===== src/sv/chvh_pkg.sv =====
`timescale 1ns / 1ps
`default_nettype none

package chvh_pkg;

   localparam logic [31:0] K_V0 = 32'hdeadbeef;
   localparam logic [31:0] K_V2 = 32'hb19dea15;
   localparam logic [31:0] M_A  = 32'hb8b34b2d;
   localparam logic [31:0] M_B  = 32'h52c6a2d9;
   localparam logic [31:0] M_C  = 32'hcc9e2d51;
   localparam logic [31:0] M_D  = 32'hc6a4a793;

   localparam int QUEUE_DEPTH = 2;
   localparam int QUEUE_PTR_W = (QUEUE_DEPTH > 1) ? $clog2(QUEUE_DEPTH) : 1;
   localparam int QUEUE_CNT_W = $clog2(QUEUE_DEPTH + 1);

   localparam logic [3:0] BLOCK_BYTES = 4'd8;

   // one classified item as the back end consumes it
   typedef struct packed {
      logic [31:0] w1_xor;
      logic [31:0] w3_xor;
      logic        w2_xor;
      logic [3:0]  count_add;
      logic        fin;
   } chvh_entry_type;

   typedef struct packed {
      logic                   valid;
      logic [QUEUE_CNT_W-1:0] count;
      chvh_entry_type         entry;
   } chvh_queue_type;

   function automatic logic [31:0] rotl32(input logic [31:0] x, input int unsigned r);
      rotl32 = (x << r) | (x >> (32 - r));
   endfunction

   // mask of the low n bytes of a word
   function automatic logic [31:0] low_mask(input logic [2:0] n);
      case (n)
         3'd0:    low_mask = 32'h00000000;
         3'd1:    low_mask = 32'h000000ff;
         3'd2:    low_mask = 32'h0000ffff;
         3'd3:    low_mask = 32'h00ffffff;
         default: low_mask = 32'hffffffff;
      endcase
   endfunction

endpackage

`default_nettype wire


===== src/sv/chvh_front.sv =====
`timescale 1ns / 1ps
`default_nettype none

module chvh_front
   import chvh_pkg::*;
(
   input  wire logic           clock,
   input  wire logic           reset,
   input  wire logic           req_valid,
   output logic                req_stall,
   input  wire logic [31:0]    req_data_lo,
   input  wire logic [31:0]    req_data_hi,
   input  wire logic [2:0]     req_tail_bytes,
   input  wire logic           req_final_item,
   input  wire logic           q_pop,
   output chvh_queue_type      q_link
);

   chvh_entry_type         q_ff [QUEUE_DEPTH];
   logic [QUEUE_PTR_W-1:0] wr_ptr_ff, wr_ptr_in;
   logic [QUEUE_PTR_W-1:0] rd_ptr_ff, rd_ptr_in;
   logic [QUEUE_CNT_W-1:0] count_ff, count_in;
   chvh_entry_type         new_entry;
   logic [31:0]            mask_lo;
   logic [31:0]            mask_hi;
   logic                   push;
   logic                   pop;

   // classify: full block or tail item with masked bytes
   always_comb begin
      mask_lo = low_mask(req_tail_bytes);
      mask_hi = (req_tail_bytes > 3'd4) ? low_mask(req_tail_bytes - 3'd4) : 32'h0;
      if (req_final_item) begin
         new_entry.w1_xor    = req_data_hi & mask_hi;
         new_entry.w3_xor    = req_data_lo & mask_lo;
         new_entry.w2_xor    = 1'b0;
         new_entry.count_add = {1'b0, req_tail_bytes};
         new_entry.fin       = 1'b1;
      end else begin
         new_entry.w1_xor    = req_data_lo;
         new_entry.w3_xor    = req_data_hi;
         new_entry.w2_xor    = 1'b1;
         new_entry.count_add = BLOCK_BYTES;
         new_entry.fin       = 1'b0;
      end
   end

   assign req_stall = (count_ff == QUEUE_CNT_W'(QUEUE_DEPTH));
   assign push      = req_valid && !req_stall;
   assign pop       = q_pop && (count_ff != '0);

   always_comb begin
      wr_ptr_in = wr_ptr_ff;
      rd_ptr_in = rd_ptr_ff;
      count_in  = count_ff;
      if (push) begin
         wr_ptr_in = (wr_ptr_ff == QUEUE_PTR_W'(QUEUE_DEPTH - 1)) ? '0 : wr_ptr_ff + 1'b1;
      end
      if (pop) begin
         rd_ptr_in = (rd_ptr_ff == QUEUE_PTR_W'(QUEUE_DEPTH - 1)) ? '0 : rd_ptr_ff + 1'b1;
      end
      if (push && !pop) begin
         count_in = count_ff + 1'b1;
      end else if (pop && !push) begin
         count_in = count_ff - 1'b1;
      end
   end

   always_ff @(posedge clock) begin
      if (reset) begin
         wr_ptr_ff <= '0;
         rd_ptr_ff <= '0;
         count_ff  <= '0;
      end else begin
         wr_ptr_ff <= wr_ptr_in;
         rd_ptr_ff <= rd_ptr_in;
         count_ff  <= count_in;
      end
   end

   always_ff @(posedge clock) begin
      if (push) begin
         q_ff[wr_ptr_ff] <= new_entry;
      end
   end

   assign q_link.valid = (count_ff != '0);
   assign q_link.count = count_ff;
   assign q_link.entry = q_ff[rd_ptr_ff];

endmodule

`default_nettype wire


===== config.mk =====
export PLATFORM = sky130hd
export DESIGN_NAME = chvh_front
export DESIGN_NICKNAME = d
export VERILOG_FILES = /design/src/sv/chvh_pkg.sv /design/src/sv/chvh_front.sv
export SDC_FILE = /design/constraint.sdc
export NUM_CORES = 1
export LEC_CHECK = 0
export BUFFER_PORTS_ARGS = -buffer_cell sky130_fd_sc_hd__buf_2
export CAP_MARGIN = 20
export CORE_UTILIZATION = 53
export DETAILED_ROUTE_END_ITERATION = 12
export PLACE_DENSITY = 0.86
export SKIP_CTS_REPAIR_TIMING = 1
export SKIP_LAST_GASP = 1
export SLEW_MARGIN = 20
export SYNTH_ARGS = -nofsm -noshare
export SYNTH_HDL_FRONTEND = slang
export SYNTH_SLANG_ARGS = --single-unit
export TNS_END_PERCENT = 5

===== constraint.sdc =====
create_clock -name clock -period 3.6 [get_ports clock]
set_clock_uncertainty 0.05 [all_clocks]
set_input_delay 0.72 -clock clock [delete_from_list [all_inputs] [get_ports clock]]
set_output_delay 0.72 -clock clock [all_outputs]
set_load 0.05 [all_outputs]

[Yosys cells after proc, flatten, opt, wreduce, memory -nomap -nowiden]
Memory sizes are Yosys's and may differ from the RTL's. A register that Yosys moved wholly into a read port is not among the register bits.
Index checks and enable logic that the tools add are counted.
Storage, ports and cells
  logic and storage cells: 42
  output and inout bits: 74
  memories kept: 1
  bits of input ports: 72
  register bits: 4
  memory bits (writable): 140
Memories
  q_ff: depth 2, width 70, rd ports 1, clocked after Yosys merged registers in 1, wr ports 1, RTL line chvh_front.sv:19  | chvh_entry_type q_ff [QUEUE_DEPTH];
Operators by class
  reductions and logical operators: 11
  order comparisons: 1
  $add $sub $neg: 5
  eq/ne operators: 7
  bitwise gates (word level): 2
  multiplexer cells: 12
Operators with widths (count)
  case mux 32 bit (4 select lines): 2
  two-way mux 70 bit: 1
  AND 32 bit: 2
  two-way mux 32 bit: 1
  == test 3 x 2 -> 1 bit (second input constant): 4
  == test 3 x 1 -> 1 bit (second input constant): 2
  zero test 3 bit: 2
  two-way mux 1 bit: 6
  logical AND 1 bit: 4
  two-way mux 2 bit: 2
  nonzero test 2 bit: 2
  greater-than comparator 3 bit (second input constant): 1
  zero test 1 bit: 3
  subtractor 3 bit (second input constant): 1
  adder 1 bit (second input constant): 2
  adder 2 x 1 -> 2 bit (second input constant): 1
  == test 2 bit (second input constant): 1
  subtractor 2 x 1 -> 2 bit (second input constant): 1

[Longest topological paths before layout]
Gate-level depths: netlist (run 1).
  word-level depth: 7
  gate-level depth with buffers: 6
  depth with buffers taken out: 6

[Worst setup path before layout (run 1)]
No wires, ideal clock.
  kind: register to register
  from: register count_ff[0]
  to: memory q_ff[1][0] in the netlist's numbering (enable)
  setup slack: 280 ps
  required time: 3115 ps
  cell stages (with the launch flop): 4
  path buffers: 0
  setup time: 435 ps
  period minus slack after synthesis: 3320 ps
  data arrival time: 2835 ps
  cells stage by stage: dfxtp_1 nor2b_2 nor2_1 and2_1
On the way
  cells in the longest elaborated chain, start to end: 5
Ends and longest elaborated chain
  start: declaration: RTL line chvh_front.sv:22  | logic [QUEUE_CNT_W-1:0] count_ff, count_in;
  start signal: assignment: RTL line chvh_front.sv:77  | count_ff <= count_in;
  == test 2 bit: RTL line chvh_front.sv:48  | assign req_stall = (count_ff == QUEUE_CNT_W'(QUEUE_DEPTH));
  named net req_stall: RTL line chvh_front.sv:10  | output logic req_stall,
  zero test 1 bit: RTL line chvh_front.sv:49  | assign push = req_valid && !req_stall;
  logical AND 1 bit: RTL line chvh_front.sv:49
  named net push: RTL line chvh_front.sv:26  | logic push;
  two-way mux 1 bit: RTL line chvh_front.sv:82  | if (push) begin
  two-way mux 1 bit (not written as such): RTL line chvh_front.sv:83  | q_ff[wr_ptr_ff] <= new_entry;
  end: declaration: RTL line chvh_front.sv:19
The timed path passes the listed nets, and every way through them passes these cells.

==> results of run 1 <==
## placed cells by master, fill, tap and decap left out
cell	Yosys	routed
a21oi_1	3	3
a22o_1	8	8
and2_1	4	3
and2_4	0	1
buf_12	0	1
buf_2	16	145
buf_4	3	1
bufinv_16	0	2
clkbuf_16	0	17
clkinv_1	0	1
clkinv_2	0	5
clkinv_4	0	1
clkinvlp_4	0	4
dfxtp_1	5	4
dfxtp_4	0	1
edfxtp_1	138	138
ha_1	1	1
inv_1	3	1
inv_2	0	2
inv_6	0	2
mux2_2	59	59
mux2_4	10	10
nand2_1	49	49
nand3_1	1	1
nor2_1	5	5
nor2b_1	8	8
nor2b_2	1	1
nor3_2	1	1
o21ai_0	3	3
o21ai_1	1	1
o2bb2ai_1	48	48
or2_2	1	1
or3_1	2	2
xor2_1	3	3
## critical path, stage by stage (launching register included)
cell and delay [ns]:
dfxtp_4 1.01, mux2_2 0.44, buf_2 0.22
## final cells by class
| type | instances | area share, % |
|---|---|---|
| Clock inverter | 15 | 1.95 |
| Multi-Input combinational cell | 208 | 22.8 |
| Clock buffer | 17 | 5.70 |
| Inverter | 3 | 0.151 |
| Timing Repair Buffer | 147 | 10.1 |
| Tap cell | 140 | 2.35 |
| Sequential cell | 143 | 56.9 |
## registers in the layout (all words and copies together) (netlist names), named ones only
name,count
wr_ptr_ff,1
rd_ptr_ff,1
q_ff,138
count_ff,2
## per-stage QoR
stage | utilization [%] | cell area, um2 | std cells
floorplan | - | 6090 | 377
global placement | 62.5 | 6890 | 641
detailed placement | 62.5 | 6890 | 641
CTS | 67.6 | 7460 | 673
global route | 67.6 | 7460 | 673
finish | 67.6 | 7460 | 673
## worst max path at each step
stage | start | endpoint | slack (ns) | cells after the start
final | flip-flop | q_link[7] | 0.73 | 2
after global placement | flip-flop | q_link[18] | 1.15 | 2
after floorplan | count_ff[0] | q_ff[1][0] | 0.28 | 3
after global routing | flip-flop | q_link[18] | 0.61 | 2
after CTS | flip-flop | q_link[18] | 0.68 | 2
after detailed placement | req_valid | q_ff[0][15] | 1.13 | 5
## kinds of logic after synthesis
family          share of synthesized area [%]
fa+ha+maj                               0.205
flops                                    69.6
compound gates                           8.62
buf+inv                                  2.48
simple gates                             5.26
xor+xnor                                0.431
mux                                      13.4
## power breakdown
part,total (mW),internal (mW),switching (mW)
clock network,1.67,1.01,0.657
logic,2.07,0.600,1.47
registers,2.30,2.12,0.180
## layer usage
layer	GRT usage, %	wire [um]	up-vias
li1	-	-	1751
met1	25.6	4930	1856
met2	38.0	6510	199
met3	7.47	1030	20
met4	7.81	187	0
met5	0	0	-
==> run summary, run 1 <==
The number of buffers created by CTS is 17. The startpoint identified for the worst hold timing path is count_ff[1]. The detailed router placed 3,826 vias in this run. The vertical extent of the die is 109 um, and the proportion of register bits with asynchronous set or reset after synthesis is 0%.

For the pin with the worst max-slew slack, the measured transition is 1.00 ns. The total power density per cell area was 810 mW/mm2. Summed instance area of the synthesized netlist: 0.00609 mm2. After synthesis, the cell types taking the most area are edfxtp_1 68%, mux2_2 11%, o2bb2ai_1 6.9%, nand2_1 3.0%, mux2_4 2.5%. Summed over all nets, the half-perimeter wirelength after detailed placement is 7840 um. After floorplanning, the core was sized to cover 0.0110 mm2. The final critical path takes up 79.8% of the cycle.

The number of DRC markers after the initial detailed-route iteration was 224. Port buffering added 145 buffers. The logs give 19,000 um for the global-route wire length before repair and 0 for the residual overflow from global routing.

The via density per instance was 5.68; the number of clock sinks seen by CTS was 143. For the max-slew violation count, the log shows 0. The tools report the area of combinational cells with multiple inputs as 0.00170 mm2.

The final layout contains 593 nets. Commonest register cell after synthesis: edfxtp_1. For the register area, the log shows 0.00425 mm2. By count the netlist is led by 138 x edfxtp_1, 59 x mux2_2, 49 x nand2_1. The register clock-pin slew on the reported worst setup and hold paths was 0.06 ns; the maximum number of pins on one net before global-route repair was 70. The tools report the final wirelength as 12,700 um. The cell sitting at the root of the clock tree is a clkbuf_16.

The ratio of cells with drive above 1 in the final layout is 47.7%, and the number of max-cap violations is 0. The highest clock rate is 348 MHz, and the setup slack of the worst register-to-register path is 1.51 ns. The peak fanout along the critical path came out at 69.

In this run the static leakage power is 2.84 nW. The hold violation total from the final report was 0. Worst setup timing slack at the placement stage: 1.13 ns.

Counting flops and latches in the post-synthesis netlist gives 143. The setup path with the least slack is of type flip-flop to output port. The tools report the initial core utilization as 55.3%.

The yosys synthesis warning count is 0. Yosys mapped a number of flops with a built-in enable equal to 138. Number of antenna-violating nets in the routed design: 0. Data arrives at the worst endpoint at 2.10 ns. STA classifies the critical path endpoint as an output port.

The area growth from synthesis to layout is 22.4%. After routing, the total negative slack on setup checks comes to 0 ns. Setup violations remaining at the end of the flow were counted as 0. The worst path needs 2.87 ns of the cycle, external delays included. The number of nets in the synthesized netlist was 450. For the worst setup path, the data required time is 2.83 ns. Clock latency on the worst-skew pair, taken at its later pin, is 0.41 ns. Reg-to-reg critical path endpoint: q_ff[0][38].

The run gives 2 as the number of buffers on the longest clock path. The post-synthesis cell type with the largest combined area is edfxtp_1. Summing internal, switching and leakage power gives 6.04 mW. Setup repair after global routing left no endpoint under its margin. The worst setup path is launched from a flip-flop. The run finished with clean final reports.

The tools report the number of antenna violations at the first check in global routing as 0. In the post-synthesis netlist, the cell with the most instances is edfxtp_1. The run gives 478 uV as the maximum vdd drop.

Hold timing on the final database bottoms out at a slack of 0.465 ns. Global placement routability congestion: 0.780. The tools report the end of the worst hold path as count_ff[1]. The area of the die is 0.0119 mm2.

The cell count after synthesis came out at 377. The top cell type's share of synthesized area came out at 68.0%. The run gives 22.0% as the aggregate global-route resource usage.

In this run the number of H-tree levels came out at 4. The number of stages on the worst hold path was 2; the worst relative slew slack was 33.1%. The tools report the beginning of the worst register-to-register path as count_ff[0].

Setup slack closes at 0.726 ns. From left edge to right edge, the die measures 109 um. Before antenna repair, the detailed router went through 5 iterations. 0 antenna diodes ended up in the layout.

The min-delay analysis places its worst path in the category flip-flop to flip-flop. The wire length per cell was 18.8 um. The run gives 3,889 as the number of global-route vias before repair. The number of cells on the worst reg-to-reg path is 4. Mean instance size in the synthesized netlist: 16.2 um2.

In the routed design, unresolved DRC markers number 0. Counting the fill cells in the layout gives 784. TritonCTS built the clock tree.

The run gives 69.6% as the post-synthesis sequential area ratio. The netlist uses 25 different library cells. 146 I/O pins were placed.

The floorplan has 38 rows.
No activity file was read; power rests on OpenSTA's default activity.
==> inputs of run 2 (changes only) <==
- CORE_UTILIZATION: 53 -> 48
- PLACE_DENSITY: 0.86 -> 0.83
- clock period: 3.6 -> 2.5 ns (I/O delays scaled with it)
==> run 2 against run 1 <==
Effect of this change:
- clock power rose by 59%
- die area rose by 10%
- clock-buffer cell count is 2 higher
- flip-flop and latch count is the same
- non-clock buffer count up 8
- critical path type unchanged
- critical endpoint is now q_link[5]
- highest routed layer unchanged
==> run summary, run 2 (synthesis gave the netlist of run 1 again) <==
The run finished with clean final reports. The number of max-cap violations was 0 (unchanged). The maximum number of pins on one net before global-route repair was 59 (-16%). Estimated wirelength of the detail-placed design: 8210 um (+4.7%). Number of input and output port buffers inserted: 145 (unchanged). The final cycle utilization of the critical path is 89.5%, and the number of antenna-violating nets in the routed design is 0 (unchanged).

For the highest clock rate, the log shows 447 MHz. The run gives 0 (unchanged) as the number of antenna violations at the first check in global routing. Setup repair after global routing left no endpoint under its margin.

From synthesis to final layout, the design area changed by 25.9%. The residual overflow from global routing came out at 0 (unchanged). The number of buffers on the longest clock path is 2 (unchanged). The tools report the number of DRC markers after the initial detailed-route iteration as 255 (+14%). The portion of total power attributed to combinational logic was 35.6% (+1.4 points).

The area of the core is 0.0122 mm2 (+11%), and the share of total power consumed by net switching is 36.4% (-1.7 points). Worst relative slew slack: 31.6% (-1.6 points). The run gives 0.262 ns (-0.464 ns) as the setup slack of the critical path after layout.

The path type of the worst setup path was flip-flop to output port. The total number of vias was 3,835 (+0.24%). TritonCTS built the clock tree.

The leakage power of the design came out at 2.92 nW (+3.0%). The tools report the number of clock sinks seen by CTS as 143 (unchanged). The run gives 34.9% (-3.2 points) as the fraction of power consumed by sequential logic.

The number of flip-flops in the largest register was 138 (unchanged); the count of boundary I/O pins was 146 (unchanged). The worst setup timing slack at the placement stage is 0.525 ns (-0.601 ns). The most common cell after layout, fill and taps aside is buf_2. The initial core utilization was 49.9% (-5.3 points).

The tools report the max-slew violation count as 0 (unchanged). The final setup TNS is 0 ns (unchanged). The run gives 3,901 (+0.31%) as the number of global-route vias before repair. The final core utilization was 62.8% (-4.8 points). Ranked by flip-flop count, first place goes to q_ff.

Peak fanout along the critical path: 24 (-65%). The global placement routability congestion was 0.741 (-4.9%); the post-route DRC violation count was 0 (unchanged). In the layout the commonest cells are 145 x buf_2, 138 x edfxtp_1, 59 x mux2_2, 49 x nand2_1, 48 x o2bb2ai_1. The ratio of cells with drive above 1 in the final layout was 48.1% (+0.40 points); the global-route wire length before repair was 19,100 um (+0.29%).

The count of final setup violators was 0 (unchanged); the number of placement rows was 40 (+5.3%). The tools report the placed cell count as 677 (+5.6%). Deepest level of the CTS H-tree: 4 (unchanged).

The maximum vdd drop was 868 uV (+82%); the total power draw was 9.04 mW (+50%). The register clock-pin slew on the reported worst setup and hold paths was 0.06 ns (about the same); the required time reported for the critical path endpoint was 1.95 ns (-0.88 ns). The tools report the switching power summed over all nets as 3.29 mW (+43%). The via density per instance came out at 5.41 (-4.9%). The vertical extent of the die came out at 115 um (+5.0%).

The run gives 12,400 um (-2.1%) as the final wirelength. The clock latency on the worst-skew pair is 0.40 ns (about the same). The logs give 0 (unchanged) for the antenna diode count and 5.74 mW (+54%) for the design internal power. The tools report the endpoint arrival time on the critical path as 1.69 ns (-0.41 ns). Kind of capture point of the worst setup path: an output port. The run gives 0 (unchanged) as the hold violation total from the final report. The root buffer cell is clkbuf_16. The worst hold path belongs to the class input port to flip-flop.

The transition time at the pin with the least slew margin was 1.03 ns (+0.0233 ns). The number of nets at the end of the flow came out at 601 (+1.3%). The wire length per cell was 17.5 um (-7.1%); the clock network power share was 29.5% (+1.8 points).

The smallest clock period supported by the final layout is computed as 2.24 ns. The number of standard cells in the final layout excluding fillers was 709 (+5.3%); the total power density per cell area was 1180 mW/mm2 (+45%). The number of detailed-route iterations in the first pass came out at 4 (-1).

The largest registers in the layout are q_ff: 138 flops, count_ff: 2 flops. The run gives 17 (unchanged) as the number of buffers created by CTS. The startpoint type of the worst setup path is a flip-flop. The run gives 0.0132 mm2 (+10%) as the area of the die. Die outline width: 115 um (+5.0%).

The run gives 19.5% (-2.5 points) as the aggregate global-route resource usage.
run 2: cell type report:
type	count	area, um2
Clock buffer	19	433
Clock inverter	13	194
Fill cell	929	4540
Inverter	3	15.0
Multi-Input combinational cell	208	1710
Sequential cell	143	4250
Tap cell	168	210
Timing Repair Buffer	155	863
run 2: power groups by stage:
stage	Combinational [mW]	Clock, mW	Sequential, mW
final	3.22	2.66	3.16
after global routing	3.38	2.79	3.19
after CTS	3.25	2.69	3.16
after detailed placement	3.24	0	3.21
after global placement	3.20	0	3.18
after floorplan	2.51	0	3.23
run 2: path summary, 6_finish.rpt:
kind               start           to  slack, ns  depth (start not counted)
max            flip-flop    q_link[5]       0.26                          3
min                reset  count_ff[1]       0.25                          2
max reg2reg  count_ff[1]  q_ff[0][68]       0.72                          4
min reg2reg    rd_ptr_ff    rd_ptr_ff       0.46                          2
run 2: metrics by stage:
step | hold slack [ns] | cell area (um2)
3_5_place_dp | 0.444 | 7050
6_report | 0.255 | 7670
4_1_cts | 0.238 | 7670
5_1_grt | 0.272 | 7670
3_3_place_gp | 0.427 | 7050
2_1_floorplan | 0.402 | 6110
run 2: worst max-delay path, stage by stage (launching register included):
cell and delay [ns]:
dfxtp_4 0.35, buf_4 0.31, mux2_2 0.39, buf_2 0.21
run 2: metal layers:
metal,track usage (%),up-vias,wire [um]
met5,0,-,0
met4,7.10,0,189
met3,5.56,24,809
met2,34.5,169,6190
met1,22.6,1876,5200
li1,-,1766,-
==> inputs of run 3 (changes only) <==
- CORE_UTILIZATION: 48 -> 50
- CTS_BUF_LIST: unset -> sky130_fd_sc_hd__clkbuf_2
- GPL_TIMING_DRIVEN: unset -> 1
- PLACE_DENSITY: 0.83 -> 0.85
==> run 3 against run 2 <==
Effect of this change:
- flip-flop and latch count unchanged
- register-to-register slack better by 0.05 ns
- sequential power about the same
- die area down 3.9%
- highest routed layer unchanged
- via count down 1.7%
==> run summary, run 3 (synthesis gave the netlist of run 1 again) <==
The residual overflow from global routing is 0 (unchanged), and the final wirelength is 12,400 um (-0.28%). The endpoint arrival time on the critical path was 1.92 ns (+0.23 ns); the ratio of cells with drive above 1 in the final layout was 48.8% (+0.74 points). The total number of vias was 3,770 (-1.7%); the design internal power was 4.77 mW (-17%). Peak fanout along the critical path: 37 (+54%).

The switching power summed over all nets came out at 3.21 mW (-2.5%). The kind of capture point of the worst setup path is an output port. The signal on the critical path passes through buf_16 -> mux2_2 -> buf_2. The portion of total power attributed to combinational logic is 40.5% (+4.9 points).

Class of the most critical hold timing path: input port to flip-flop. For the count of final setup violators, the log shows 0 (unchanged). The startpoint type of the worst setup path is a flip-flop.

Maximum number of pins on one net before global-route repair: 59 (unchanged). The number of max-cap violations was 0 (unchanged). The fraction of power consumed by sequential logic is 39.5% (+4.6 points). Most common cell after layout, fill and taps aside: buf_2.

The final core utilization was 63.0% (+0.15 points). The number of stages on the worst hold path was 2 (unchanged). The number of clock sinks seen by CTS is 143 (unchanged), and the leakage power of the design is 2.81 nW (-4.0%). The vertical extent of the die was 112 um (-2.0%). The worst hold path terminates at q_ff[0][46]. The run gives 686 (-3.2%) as the number of standard cells in the final layout excluding fillers. The number of input and output port buffers inserted was 145 (unchanged); the placed cell count was 653 (-3.5%).

Final cycle utilization of the critical path: 99.0% (+9.5 points). The slowest stage of the critical path belongs to the cell dfxtp_4. The via density per instance is 5.50 (+1.6%). The logs give 0.734 (-0.97%) for the global placement routability congestion and 2 (unchanged) for the number of buffers on the longest clock path. For the setup slack of the worst register-to-register path, the log shows 0.77 ns (+0.05 ns). Depth of the worst register-to-register path: 4 (unchanged). The startpoint identified for the worst register-to-register timing path is count_ff[1]. The critical path is of the flip-flop to output port type. Worst relative slew slack: 31.4% (-0.18 points). The highest clock rate came out at 404 MHz (-9.6%).

The library cells used most frequently in the layout, excluding fill and tap cells, are 145 x buf_2, 138 x edfxtp_1, 59 x mux2_2, 49 x nand2_1, 48 x o2bb2ai_1. The logs give 52.3% (+2.4 points) for the initial core utilization and 4 (unchanged) for the deepest level of the CTS H-tree. The logs give 146 (unchanged) for the count of boundary I/O pins and 0 (unchanged) for the max-slew violation count. For the estimated wirelength of the detail-placed design, the log shows 8080 um (-1.6%). The peak per-stage delay on the critical path is 0.43 ns (+0.04 ns). The transition time at the pin with the least slew margin is 1.03 ns (+0.00265 ns). The clock period minus final worst setup slack was 2.47 ns (+0.237 ns).

The register clock-pin slew on the reported worst setup and hold paths was 0.22 ns (+0.16 ns); the number of DRC markers after the initial detailed-route iteration was 213 (-16%). For the number of placement rows, the log shows 39 (-2.5%). The hold violation total from the final report was 0 (unchanged). The aggregate global-route resource usage was 20.4% (+0.82 points); the total power density per cell area was 1090 mW/mm2 (-7.7%). The required time reported for the critical path endpoint came out at 1.95 ns (about the same). The number of antenna-violating nets in the routed design is 0 (unchanged). The tools report the number of detailed-route iterations in the first pass as 4 (unchanged). The tools report the clock network power share as 19.9% (-9.6 points). The run gives 19,200 um (+0.61%) as the global-route wire length before repair. The run gives 0.64 ns (+0.24 ns) as the clock latency on the worst-skew pair. The tools report the number of antenna violations at the first check in global routing as 0 (unchanged). In the final layout, the registers with the most flip-flops are q_ff: 138 flops, count_ff: 2 flops.

In this run the critical register-to-register path is captured at q_ff[1][63]. The run finished with clean final reports. Ranked by flip-flop count, first place goes to q_ff.

Setup repair after global routing could not meet its margin everywhere. The share of total power consumed by net switching was 40.2% (+3.8 points). Area added between synthesis and finish: 20.6%. The run gives 842 uV (-3.0%) as the maximum vdd drop. The tools report the area of the die as 0.0126 mm2 (-3.9%). Launch instance of the worst min-delay path: req_data_lo[8]. The die outline width was 112 um (-2.0%); the wire length per cell was 18.0 um (+3.1%).

The logs give 0 (unchanged) for the antenna diode count and 3,895 (-0.15%) for the number of global-route vias before repair. TritonCTS built the clock tree. The post-route DRC violation count came out at 0 (unchanged). The tools report the area of the core as 0.0117 mm2 (-4.5%).

The number of flip-flops in the largest register was 138 (unchanged). The tree is rooted in a clkbuf_2. For the number of nets at the end of the flow, the log shows 603 (+0.33%). The number of buffers created by CTS was 17 (unchanged).
[run 3: critical path: cells and delay by family, from the launching register on]
kind,cells,cell delay [ns]
DFF,1,0.43
buffers and inverters,2,0.44
muxes,1,0.38
[run 3: stage by stage]
stage	worst slack (ns)	total power, mW	cell area (um2)	setup TNS, ns	hold slack, ns
finish	0.0253	7.98	7350	0	0.0959
global route	-0.0846	8.30	7350	-4.02	0.0322
CTS	-0.0514	8.05	7330	-1.27	-0.0763
detailed placement	0.528	6.46	7020	0	0.452
global placement	0.578	6.40	7020	0	0.421
floorplan	0.0206	5.74	6110	0	0.402
[run 3: final cells by class]
type                    count  area, um2
repair buffers            157        888
multi-input cells         208       1710
well taps                 143        179
clock inverters            13        210
flip-flops and latches    143       4250
inverters                   3       15.0
clock buffers              19       95.1
fillers                   886       4320
[run 3: how the worst max path moves through the flow]
| stage | start | to | slack (ns) | cells after the start |
|---|---|---|---|---|
| 6_report | flip-flop | q_link[0] | 0.03 | 3 |
| 5_1_grt | flip-flop | q_link[7] | -0.08 | 3 |
| 4_1_cts | flip-flop | q_link[44] | -0.05 | 3 |
| 3_5_place_dp | req_final_item | q_ff[1][31] | 0.53 | 3 |
| 3_3_place_gp | req_final_item | q_ff[0][33] | 0.58 | 3 |
| 2_1_floorplan | count_ff[1] | q_ff[0][0] | 0.02 | 3 |
[run 3: power by group through the flow]
stage | clock network (mW) | registers [mW] | logic [mW]
after floorplan | 0 | 3.23 | 2.51
after global placement | 0 | 3.19 | 3.21
after detailed placement | 0 | 3.21 | 3.25
after CTS | 1.63 | 3.16 | 3.26
after global routing | 1.72 | 3.19 | 3.39
final | 1.59 | 3.16 | 3.24
[run 3: metal layers]
layer  up-vias  routed length (um)  global-route usage (%)
met5         -                   0                       0
met4         0                 121                    6.93
met3        11                 706                    4.59
met2       123                6440                    36.7
met1      1861                5080                    24.1
li1       1775                   -                       -
